===== src/sv/lbcp_pkg.sv =====
// ----------------------------------------------------------------------------
// LRU block cache policy package
// Shared sizes, codes and the structures passed between the slot cells.
// ----------------------------------------------------------------------------
package lbcp_pkg;

   localparam int NUM_SLOTS = 64;
   localparam int ADDR_BITS = 32;
   localparam int SLOT_W    = $clog2(NUM_SLOTS);
   localparam int RANK_W    = $clog2(NUM_SLOTS + 1);
   localparam int CAP_W     = 7;
   localparam int PSLOT_W   = 6;
   localparam int OUT_SLOT_W = 6;
   localparam int OUT_ADDR_W = 32;
   localparam int CAP_RESET  = 64;

   typedef enum logic [1:0] {
      MODE_MAP     = 2'd0,
      MODE_MIGRATE = 2'd1,
      MODE_REMOVE  = 2'd2,
      MODE_PRELOAD = 2'd3
   } mode_type;

   typedef enum logic [2:0] {
      OP_HIT     = 3'd0,
      OP_NEW     = 3'd1,
      OP_REPLACE = 3'd2,
      OP_FAIL    = 3'd3,
      OP_NONE    = 3'd4
   } op_type;

   typedef enum logic [2:0] {
      ACT_NONE,
      ACT_TOUCH,
      ACT_HIT_MIG,
      ACT_NEW,
      ACT_REPLACE,
      ACT_MIGRATE,
      ACT_REMOVE,
      ACT_PRELOAD
   } act_type;

   typedef enum logic [1:0] {
      S_IDLE,
      S_MATCH,
      S_EXEC
   } state_type;

   // Accumulated along the row of cells during the match cycle.
   typedef struct packed {
      logic                 hit;
      logic                 hit_mig;
      logic [RANK_W-1:0]    hit_rank;
      logic [SLOT_W-1:0]    hit_slot;
      logic [ADDR_BITS-1:0] victim_tag;
      logic                 victim_dirty;
      logic                 pre_busy;
      logic                 free_seen;
      logic [SLOT_W-1:0]    free_slot;
      logic                 rep_seen;
      logic [SLOT_W-1:0]    rep_slot;
   } chain_type;

   // Broadcast to every cell during the update cycle.
   typedef struct packed {
      act_type              act;
      logic [ADDR_BITS-1:0] addr;
      logic                 wr;
      logic [RANK_W-1:0]    push_rank;
      logic                 dec_en;
      logic [RANK_W-1:0]    dec_thr;
   } cmd_type;

endpackage


===== src/sv/lbcp_cell.sv =====
// ----------------------------------------------------------------------------
// LRU block cache policy slot cell
// Holds one slot's tag, flags and recency rank, and extends the match chain.
// ----------------------------------------------------------------------------
module lbcp_cell (
   input  logic                           clock,
   input  logic                           reset,
   input  logic [lbcp_pkg::SLOT_W-1:0]    idx,
   input  logic [lbcp_pkg::ADDR_BITS-1:0] addr,
   input  logic [lbcp_pkg::PSLOT_W-1:0]   pslot,
   input  logic                           match_en,
   input  logic                           exec_en,
   input  lbcp_pkg::cmd_type              cmd,
   input  lbcp_pkg::chain_type            chain_in,
   output lbcp_pkg::chain_type            chain_out
);

   logic [lbcp_pkg::ADDR_BITS-1:0] tag_ff, tag_in;
   logic                           valid_ff, valid_in;
   logic                           mig_ff, mig_in;
   logic                           dirty_ff, dirty_in;
   logic [lbcp_pkg::RANK_W-1:0]    rank_ff, rank_in;
   logic                           hit_ff, victim_ff, ffirst_ff, rfirst_ff, pre_ff;

   logic hit, victim, pre, ffirst, rcand, rfirst;

   always_comb begin
      hit    = valid_ff && (tag_ff == addr);
      victim = valid_ff && (rank_ff == lbcp_pkg::RANK_W'(1));
      pre    = (32'(idx) == 32'(pslot));
      ffirst = !valid_ff && !chain_in.free_seen;
      rcand  = !valid_ff || victim;
      rfirst = rcand && !chain_in.rep_seen;

      chain_out              = chain_in;
      chain_out.hit          = chain_in.hit | hit;
      chain_out.hit_mig      = chain_in.hit_mig | (hit & mig_ff);
      chain_out.hit_rank     = chain_in.hit_rank | (hit ? rank_ff : '0);
      chain_out.hit_slot     = chain_in.hit_slot | (hit ? idx : '0);
      chain_out.victim_tag   = chain_in.victim_tag | (victim ? tag_ff : '0);
      chain_out.victim_dirty = chain_in.victim_dirty | (victim & dirty_ff);
      chain_out.pre_busy     = chain_in.pre_busy | (pre & valid_ff);
      chain_out.free_seen    = chain_in.free_seen | !valid_ff;
      chain_out.free_slot    = chain_in.free_slot | (ffirst ? idx : '0);
      chain_out.rep_seen     = chain_in.rep_seen | rcand;
      chain_out.rep_slot     = chain_in.rep_slot | (rfirst ? idx : '0);
   end

   always_comb begin
      tag_in   = tag_ff;
      valid_in = valid_ff;
      mig_in   = mig_ff;
      dirty_in = dirty_ff;
      rank_in  = rank_ff;
      if (exec_en) begin
         if (cmd.dec_en && (rank_ff > cmd.dec_thr)) begin
            rank_in = rank_ff - lbcp_pkg::RANK_W'(1);
         end
         unique case (cmd.act)
            lbcp_pkg::ACT_TOUCH: begin
               if (hit_ff) begin
                  rank_in  = cmd.push_rank;
                  dirty_in = dirty_ff | cmd.wr;
               end
            end
            lbcp_pkg::ACT_HIT_MIG: begin
               if (hit_ff) dirty_in = dirty_ff | cmd.wr;
            end
            lbcp_pkg::ACT_NEW, lbcp_pkg::ACT_REPLACE: begin
               // The freed victim may itself be the slot taken by the new entry.
               if (cmd.act == lbcp_pkg::ACT_REPLACE && victim_ff) begin
                  valid_in = 1'b0;
                  mig_in   = 1'b0;
                  dirty_in = 1'b0;
                  rank_in  = '0;
               end
               if ((cmd.act == lbcp_pkg::ACT_NEW && ffirst_ff) ||
                   (cmd.act == lbcp_pkg::ACT_REPLACE && rfirst_ff)) begin
                  tag_in   = cmd.addr;
                  valid_in = 1'b1;
                  mig_in   = 1'b1;
                  dirty_in = cmd.wr;
                  rank_in  = '0;
               end
            end
            lbcp_pkg::ACT_MIGRATE: begin
               if (hit_ff) begin
                  mig_in  = 1'b0;
                  rank_in = cmd.push_rank;
               end
            end
            lbcp_pkg::ACT_REMOVE: begin
               if (hit_ff) begin
                  valid_in = 1'b0;
                  mig_in   = 1'b0;
                  dirty_in = 1'b0;
                  rank_in  = '0;
               end
            end
            lbcp_pkg::ACT_PRELOAD: begin
               if (pre_ff) begin
                  tag_in   = cmd.addr;
                  valid_in = 1'b1;
                  mig_in   = 1'b0;
                  dirty_in = 1'b0;
                  rank_in  = cmd.push_rank;
               end
            end
            default: begin
            end
         endcase
      end
   end

   always_ff @(posedge clock) begin
      tag_ff <= tag_in;
      if (reset) begin
         valid_ff  <= 1'b0;
         mig_ff    <= 1'b0;
         dirty_ff  <= 1'b0;
         rank_ff   <= '0;
         hit_ff    <= 1'b0;
         victim_ff <= 1'b0;
         ffirst_ff <= 1'b0;
         rfirst_ff <= 1'b0;
         pre_ff    <= 1'b0;
      end else begin
         valid_ff <= valid_in;
         mig_ff   <= mig_in;
         dirty_ff <= dirty_in;
         rank_ff  <= rank_in;
         if (match_en) begin
            hit_ff    <= hit;
            victim_ff <= victim;
            ffirst_ff <= ffirst;
            rfirst_ff <= rfirst;
            pre_ff    <= pre;
         end
      end
   end

endmodule


===== config.mk =====
export PLATFORM = sky130hd
export DESIGN_NAME = lbcp_cell
export DESIGN_NICKNAME = d
export VERILOG_FILES = /design/src/sv/lbcp_pkg.sv /design/src/sv/lbcp_cell.sv
export SDC_FILE = /design/constraint.sdc
export NUM_CORES = 1
export LEC_CHECK = 0
export ABC_AREA = 1
export BUFFER_PORTS_ARGS = -buffer_cell sky130_fd_sc_hd__buf_2
export CAP_MARGIN = 10
export CORE_UTILIZATION = 30
export DETAILED_ROUTE_END_ITERATION = 7
export PLACE_DENSITY_LB_ADDON = 0.05
export SLEW_MARGIN = 15
export SYNTH_ARGS = -nofsm -noshare
export SYNTH_HDL_FRONTEND = slang
export SYNTH_SLANG_ARGS = --single-unit
export TNS_END_PERCENT = 100

===== constraint.sdc =====
create_clock -name clock -period 4.45 [get_ports clock]
set_input_delay 0 -clock clock [delete_from_list [all_inputs] [get_ports clock]]
set_output_delay 0 -clock clock [all_outputs]
set_load 0.01 [all_outputs]

Yosys cells after proc, flatten, opt, wreduce, memory -nomap -nowiden

Index checks and enable logic that the tools add are counted.

Add/subtract/negate cells: 1
$lt $le $gt $ge: 1
Equal/unequal tests: 16
Mux-type cells: 25
Bitwise logic cells: 15
Reductions and logical operators: 25

Operators by type and width:

| kind                                                                | count |
|---|---|
| 32-bit 2-to-1 mux                                                   | 3 |
| 32-bit case mux with 2 select lines                                 | 1 |
| 7-bit 2-to-1 mux                                                    | 7 |
| 32-bit == test                                                      | 1 |
| 32-bit bitwise OR                                                   | 1 |
| 7-bit case mux with 4 select lines                                  | 1 |
| 6-bit 2-to-1 mux                                                    | 3 |
| 6-bit bitwise OR                                                    | 3 |
| 3-bit == test (second input constant)                               | 4 |
| 5-bit AND reduction                                                 | 2 |
| 1-bit logical AND                                                   | 8 |
| 2-bit OR reduction                                                  | 4 |
| 7-bit by 1-bit == test with 1-bit output (second input constant)    | 1 |
| 7-bit > comparator                                                  | 1 |
| 1-bit 2-to-1 mux                                                    | 7 |
| 1-bit bitwise OR                                                    | 7 |
| 7-bit bitwise OR                                                    | 1 |
| 7-bit by 1-bit subtractor with 7-bit output (second input constant) | 1 |
| 3-bit by 2-bit == test with 1-bit output (second input constant)    | 2 |
| 6-bit == test                                                       | 1 |
| 2-bit != test (second input constant)                               | 3 |
| 1-bit case mux with 3 select lines                                  | 2 |
| 6-bit AND reduction                                                 | 1 |
| 3-bit nonzero test                                                  | 2 |
| other kinds (10)                                                    | 16 |

Register bits after elaboration: 47
Bits of input ports: 162
Output and inout bits: 63
Word-level logic and storage cells: 93

Longest topological paths before layout

Gate-level depths: netlist of the first run.

Depth in word-level cells: 6
Gate-level depth with buffers: 15
Depth with buffers taken out: 15

Worst setup path before layout of the first run

Ideal clock, no wire load.

Path kind: flip-flop to flip-flop
Start point: register pre_ff
End point: register tag_ff[0] (netlist name) (enable)
Setup time: 0.387 ns
Arrival: 1.355 ns
Data required time: 4.063 ns
Setup slack: 2.709 ns
Cell stages (with the launch flop): 5
Buffers on the path: 0
Clock period less this slack: 1.741 ns
Cells stage by stage: dfxtp_1 nor2_4 nor2_1 o21ai_0 inv_1

Word-level cells in the longest chain between the ends: 2

RTL lines:

| element                              | RTL line         | RTL |
|---|---|---|
| start, declared                      | lbcp_cell.sv:23  | `logic hit_ff, victim_ff, ffirst_ff, rfirst_ff, pre_ff;` |
| start signal, assigned               | lbcp_cell.sv:137 | `pre_ff <= pre;` |
| 2-bit != test (no source line)       | --               |  |
| 4-bit AND reduction (no source line) | --               |  |
| end signal, assigned                 | lbcp_cell.sv:116 | `tag_ff <= tag_in;` |
| end, declared                        | lbcp_cell.sv:18  | `logic [lbcp_pkg::ADDR_BITS-1:0] tag_ff, tag_in;` |

Every way passes these cells.
A chain may end at the register's enable or synchronous reset.

==> results of run 1 <==
-- logic make-up (layout without fill, tap and decap cells) --
kind of cell               after synthesis  in the layout
DFF                                     47             47
buffers and inverters                   74            330
xor gates and xnor gates                23             23
and+or+nand+nor                        153            153
adders and majority gates                9              9
AOI/OAI and AO/OA                      130            130
-- critical path, cell delays in order (launching register included) --
cell and delay (ns):
dfxtp_1 0.35, inv_1 0.12, ha_1 0.19, nand3_1 0.09
nor2_2 0.71, nand2_1 0.74, o21bai_1 0.36, buf_2 0.17
-- per-stage QoR --
| step | power [mW] | util | hold WS (ns) | instances |
|---|---|---|---|---|
| after global routing | 1.33 | 0.473 | 0.0272 | 832 |
| final | 1.26 | 0.473 | 0.0223 | 832 |
| after floorplan | 0.666 | - | 0.0691 | 436 |
| after global placement | 0.807 | 0.428 | 0.177 | 791 |
| after detailed placement | 0.809 | 0.428 | 0.178 | 791 |
| after CTS | 1.27 | 0.473 | 0.0151 | 832 |
-- registers in the layout, indices dropped and copies added (netlist names) --
name,count
pre_ff,1
ffirst_ff,1
rfirst_ff,1
victim_ff,1
tag_ff,32
valid_ff,1
rank_ff,7
mig_ff,1
dirty_ff,1
hit_ff,1
-- power breakdown --
group          internal (mW)  switching, mW  leakage (nW)
clock network          0.267          0.173        0.0804
logic                  0.160          0.164          2.03
registers              0.483         0.0144         0.414
-- worst paths after layout --
kind               from       endpoint  slack, ns  cells past startpoint
max          rank_ff[1]  chain_out[23]       1.42                      7
min reg2reg    dirty_ff       dirty_ff       0.48                      2
max reg2reg  rank_ff[1]      victim_ff       1.88                      6
min               reset         mig_ff       0.02                      2
-- layout make-up --
| type | count | area (µm²) |
|---|---|---|
| clock buffers | 5 | 125 |
| clock inverters | 3 | 46.3 |
| fillers | 1156 | 5810 |
| inverters | 64 | 243 |
| multi-input cells | 315 | 1910 |
| flip-flops and latches | 47 | 1260 |
| well taps | 140 | 175 |
| repair buffers | 258 | 1460 |
-- layer usage --
layer	routed length (µm)	up-vias
met5	10	-
met3	723	10
met2	6410	142
met1	5130	1831
li1	-	2005
met4	106	2
-- cells in the final DEF (no fill, tap or decap), types with 18 or more instances in the layout --
master / n
a21oi_1: 20
a31o_2: 18
buf_2: 224
dlygate4sd3_1: 33
edfxtp_1: 32
inv_1: 60
nand2_1: 79
nand3_1: 25
nor2_1: 25
o21ai_0: 29
o21bai_1: 33
-- synth_stat cells (3+ instances only) --
cell type,number,area [µm²]
nand3_1,25,125
dfxtp_1,15,300
xnor2_1,15,131
nand2_1,79,297
nor2_4,3,33.8
o21bai_2,9,101
inv_1,60,225
a31o_2,18,158
clkbuf_1,6,22.5
o21bai_1,33,248
edfxtp_1,32,961
ha_1,9,113
a21oi_1,20,100
nor2_1,26,97.6
o211ai_1,3,22.5
nor3_1,7,35.0
a31oi_1,4,25.0
o22ai_1,6,37.5
nand3_2,3,30.0
o21ai_0,29,145
inv_2,3,11.3
xor2_1,8,70.1
==> flow_summary.ini, run 1 <==
[critical_path]
required_ns = 4.45
critPathLaunchType = flip-flop
cp_max_fo = 21
setup.worst_path.class = flip-flop to primary output
endpoint_kind = primary output
worst-endpoint-arrival_ns = 3.03

[yosys]
syn_area_um2 = 3460
yosysSeqAreaShare = 0.365
yosys.area_share.adder = 0.0326
avgSynthCellArea_um2 = 7.93
syn-instance-count = 436
async_reset_ff_frac = 0
synth_cell_types = 38
synth_warnings = 0
synth_compound_area_frac = 0.259
synthMuxAreaShare = 0
yosys.area_share.simple = 0.201
synth-edff-count = 32
synthXorXnorAreaFrac = 0.0583
ys.flop_type = edfxtp_1
synth_top_family_by_area = compound AO/OA/AOI/OAI gates
synth_fp_nets = 607
ys_seq_elements = 47

[placed_design]
io_buffers = 224
dp_hpwl_mm = 10.0
postPlaceCellArea_um2 = 4720
gp_congestion = 0.824
dpl_worst_slack_ns = 1.71

[die]
start_util = 0.313
rows = 38
ios = 225
die_h_um = 109
fp.dieArea_um2 = 12000
core-area_um2 = 11000
die_w_um = 109

[clock_tree]
post_cts_resized = 0
clk_latency_ns = 0.29
cts_tree = done
post-cts-setup-buffer-count = 0
cts_max_path_buffers = 2
clkSlewWorstSetupHoldPaths_ns = 0.07
cts_sinks = 47
cts_inserted_buffers = 5
postCtsHoldBufs = 33
htreeDepth = 2
cts-root-buf = clkbuf_16

[sta]
worstMarginPinSlew_ns = 1.00
hold_viol = 0
finalCriticalPeriod_ns = 3.03
post-route-period-util = 0.680
setup_ws_ns = 1.42
finalMaxSlewViolations = 0
tns_ns = 0
setup_viol = 0
skew_ns = 0.0106
fmax_mhz = 331
slew_headroom = 0.332
rsz0062_at_grt = no

[route]
first_pass_iters = 4
route.detailed.drc = 0
viasPerCell = 4.80
final_antenna_net_count = 0
routed_wl_mm = 12.4
wl_per_cell_um = 14.9
vias = 3990
drt-initial-drc-count = 153

[power_and_ir_drop]
power.density_nw_per_um2 = 242
irDropWorstVdd_mv = 0.176
p_leak_nw = 2.53

[grt]
grt_usage = 0.202
grt_use_met3 = 0.0397
grt_use_met2 = 0.371
grt_pass1_vias = 3820
grt_start_max_net_pins = 25
top_usage_layer = met2
antenna_found_initial = 2
grt_overflow = 0
grtUsageMet1 = 0.247
grt_pass1_wl_mm = 18.5

[finish]
drive_gt1_frac = 0.397
fin_nets = 862
area_growth_pct = 50.9
diodes = 0
final_area_um2 = 5220

[hold_path]
hp-class = primary input to flip-flop

[outcome]
status = finished clean

[flow_run]
drv_cap = 0
No activity file was read; power rests on OpenSTA's default activity.
==> run 2, diff against run 1 <==
==> constraint.sdc (replaced) <==
create_clock -name clock -period 2.8 [get_ports clock]
set_input_delay 0 -clock clock [delete_from_list [all_inputs] [get_ports clock]]
set_output_delay 0 -clock clock [all_outputs]
set_load 0.01 [all_outputs]
==> run 2 against run 1 <==
  * Register-to-register slack got worse by 1.1 ns
  * Global-route usage increased by 0.35 points
  * Sequential cell count unchanged
  * Die area unchanged
  * Wire length decreased by 1.2%
  * Utilization decreased by 0.079 points
  * Clock skew decreased by 0.0028 ns
  * Largest cell class unchanged
  * Highest routed layer unchanged
==> flow_summary.ini, run 2 (synthesis results as in run 1) <==
[finish]
register_area_um2 = 1260
area_growth_pct = 50.7
final_common_cell = buf_2
multi_input_area_um2 = 1910
final_area_um2 = 5210
layout_common_cells = 224 x buf_2, 79 x nand2_1, 60 x inv_1
post-route-util = 0.472
fin_nets = 864
largestRegisters = tag_ff: 32 flops, rank_ff: 7 flops
num-fill-cells = 1160
largest_register = tag_ff
largest_reg_flops = 32
drive_gt1_frac = 0.398

[placed_design]
gp_congestion = 0.826
io_buffers = 224
dp_hpwl_mm = 9.82
postPlaceCellArea_um2 = 4730

[die]
ios = 225
core-area_um2 = 11000
start_util = 0.313
die_w_um = 109
die_h_um = 109
fp.dieArea_um2 = 12000
rows = 38

[grt]
grt_overflow = 0
grt_start_max_net_pins = 33
grt_usage = 0.206
grt_pass1_vias = 3849
grt_pass1_wl_mm = 18.8
antenna_found_initial = 2

[flow_run]
drv_cap = 0

[power_and_ir_drop]
p_leak_nw = 2.53
sw_frac_of_total = 0.288
clockPowerShare = 0.315
power.internal_mw = 1.36
power.switching_uw = 550
power.density_nw_per_um2 = 366
seqPwrFrac = 0.412
irDropWorstVdd_mv = 0.243
p_comb_frac = 0.273

[route]
routed_wl_mm = 12.2
vias = 3970
route.detailed.drc = 0
viasPerCell = 4.75
final_antenna_net_count = 0
wl_per_cell_um = 14.6
first_pass_iters = 4
drt-initial-drc-count = 142

[sta]
tns_ns = 0
hold_viol = 0
finalMaxSlewViolations = 0
post-route-period-util = 0.863
finalCriticalPeriod_ns = 2.42
fmax_mhz = 414
setup_viol = 0
worstMarginPinSlew_ns = 0.794
fin_hold_ws_ns = 0.0194
skew_ns = 0.00774
slew_headroom = 0.470
rsz0062_at_grt = no

[critical_path]
worst-endpoint-arrival_ns = 2.42
crit_slowest_cell = nand2_1
required_ns = 2.80
critPathMaxStageDelay_ns = 0.53
crit_end = chain_out[45]
reg2reg_slack_ns = 0.81
r2r_cells = 7
path_cells = inv_1 -> ha_1 -> nand3_1 -> nor2_2 -> buf_4 -> nand2_1 -> o21bai_1 -> buf_2
endpoint_kind = primary output
crit_start = rank_ff[1]
setup.worst_path.class = flip-flop to primary output
reg2reg_to = victim_ff
cp_max_fo = 21
critPathLaunchType = flip-flop
regToRegStartpoint = rank_ff[1]

[clock_tree]
cts_sinks = 47
post_cts_resized = 0
clk_latency_ns = 0.29
htreeDepth = 2
cts_max_path_buffers = 2
cts_tree = done
clkSlewWorstSetupHoldPaths_ns = 0.06
cts-root-buf = clkbuf_16
cts_inserted_buffers = 5

[hold_path]
hp-class = primary input to flip-flop

[outcome]
status = finished clean
[run 2: per-stage QoR]
step,power (mW),setup slack (ns),instances
floorplan,1.06,1.06,436
global placement,1.29,0.642,793
detailed placement,1.29,0.662,793
CTS,1.93,0.333,834
global route,2.01,0.155,834
finish,1.91,0.384,835
[run 2: worst min-delay path by stage]
stage | start | cells after the start | to | slack, ns
floorplan | reset | 1 | mig_ff | 0.07
global placement | cmd[28] | 1 | tag_ff[12] | 0.18
detailed placement | cmd[28] | 1 | tag_ff[12] | 0.18
CTS | reset | 2 | mig_ff | 0.008
global route | reset | 2 | mig_ff | 0.02
finish | reset | 2 | mig_ff | 0.02
[run 2: routing by layer]
layer	global-route usage	vias up	wire [µm]
met5	0	-	10
li1	-	2012	-
met1	0.248	1812	4970
met4	0.0381	2	108
met3	0.0468	8	770
met2	0.374	136	6370
[run 2: timing repair]
item                                   4_1_cts  5_1_grt
setup buffers                                0        0
hold buffers                                33        0
endpoints found under the hold margin       33        0
[run 2: final cells by class]
type,instances,area share
clock buffers,6,0.0247
multi-input cells,315,0.366
clock inverters,2,0.00312
repair buffers,260,0.283
flip-flops and latches,47,0.242
inverters,64,0.0466
diodes,1,0.000480
well taps,140,0.0336
[run 2: power groups by stage]
stage	sequential, mW	clock (mW)	combinational (mW)
after floorplan	0.797	0	0.261
after global routing	0.790	0.643	0.581
after CTS	0.786	0.621	0.523
after detailed placement	0.802	0	0.485
final	0.787	0.601	0.521
after global placement	0.802	0	0.484
[run 2: critical path, delay by kind of cell (launching register included)]
kind,cells,cell delay [ns]
AOI/OAI and AO/OA,1,0.33
DFF,1,0.35
and+or+nand+nor,3,0.72
adders and majority gates,1,0.19
buffers and inverters,3,0.54
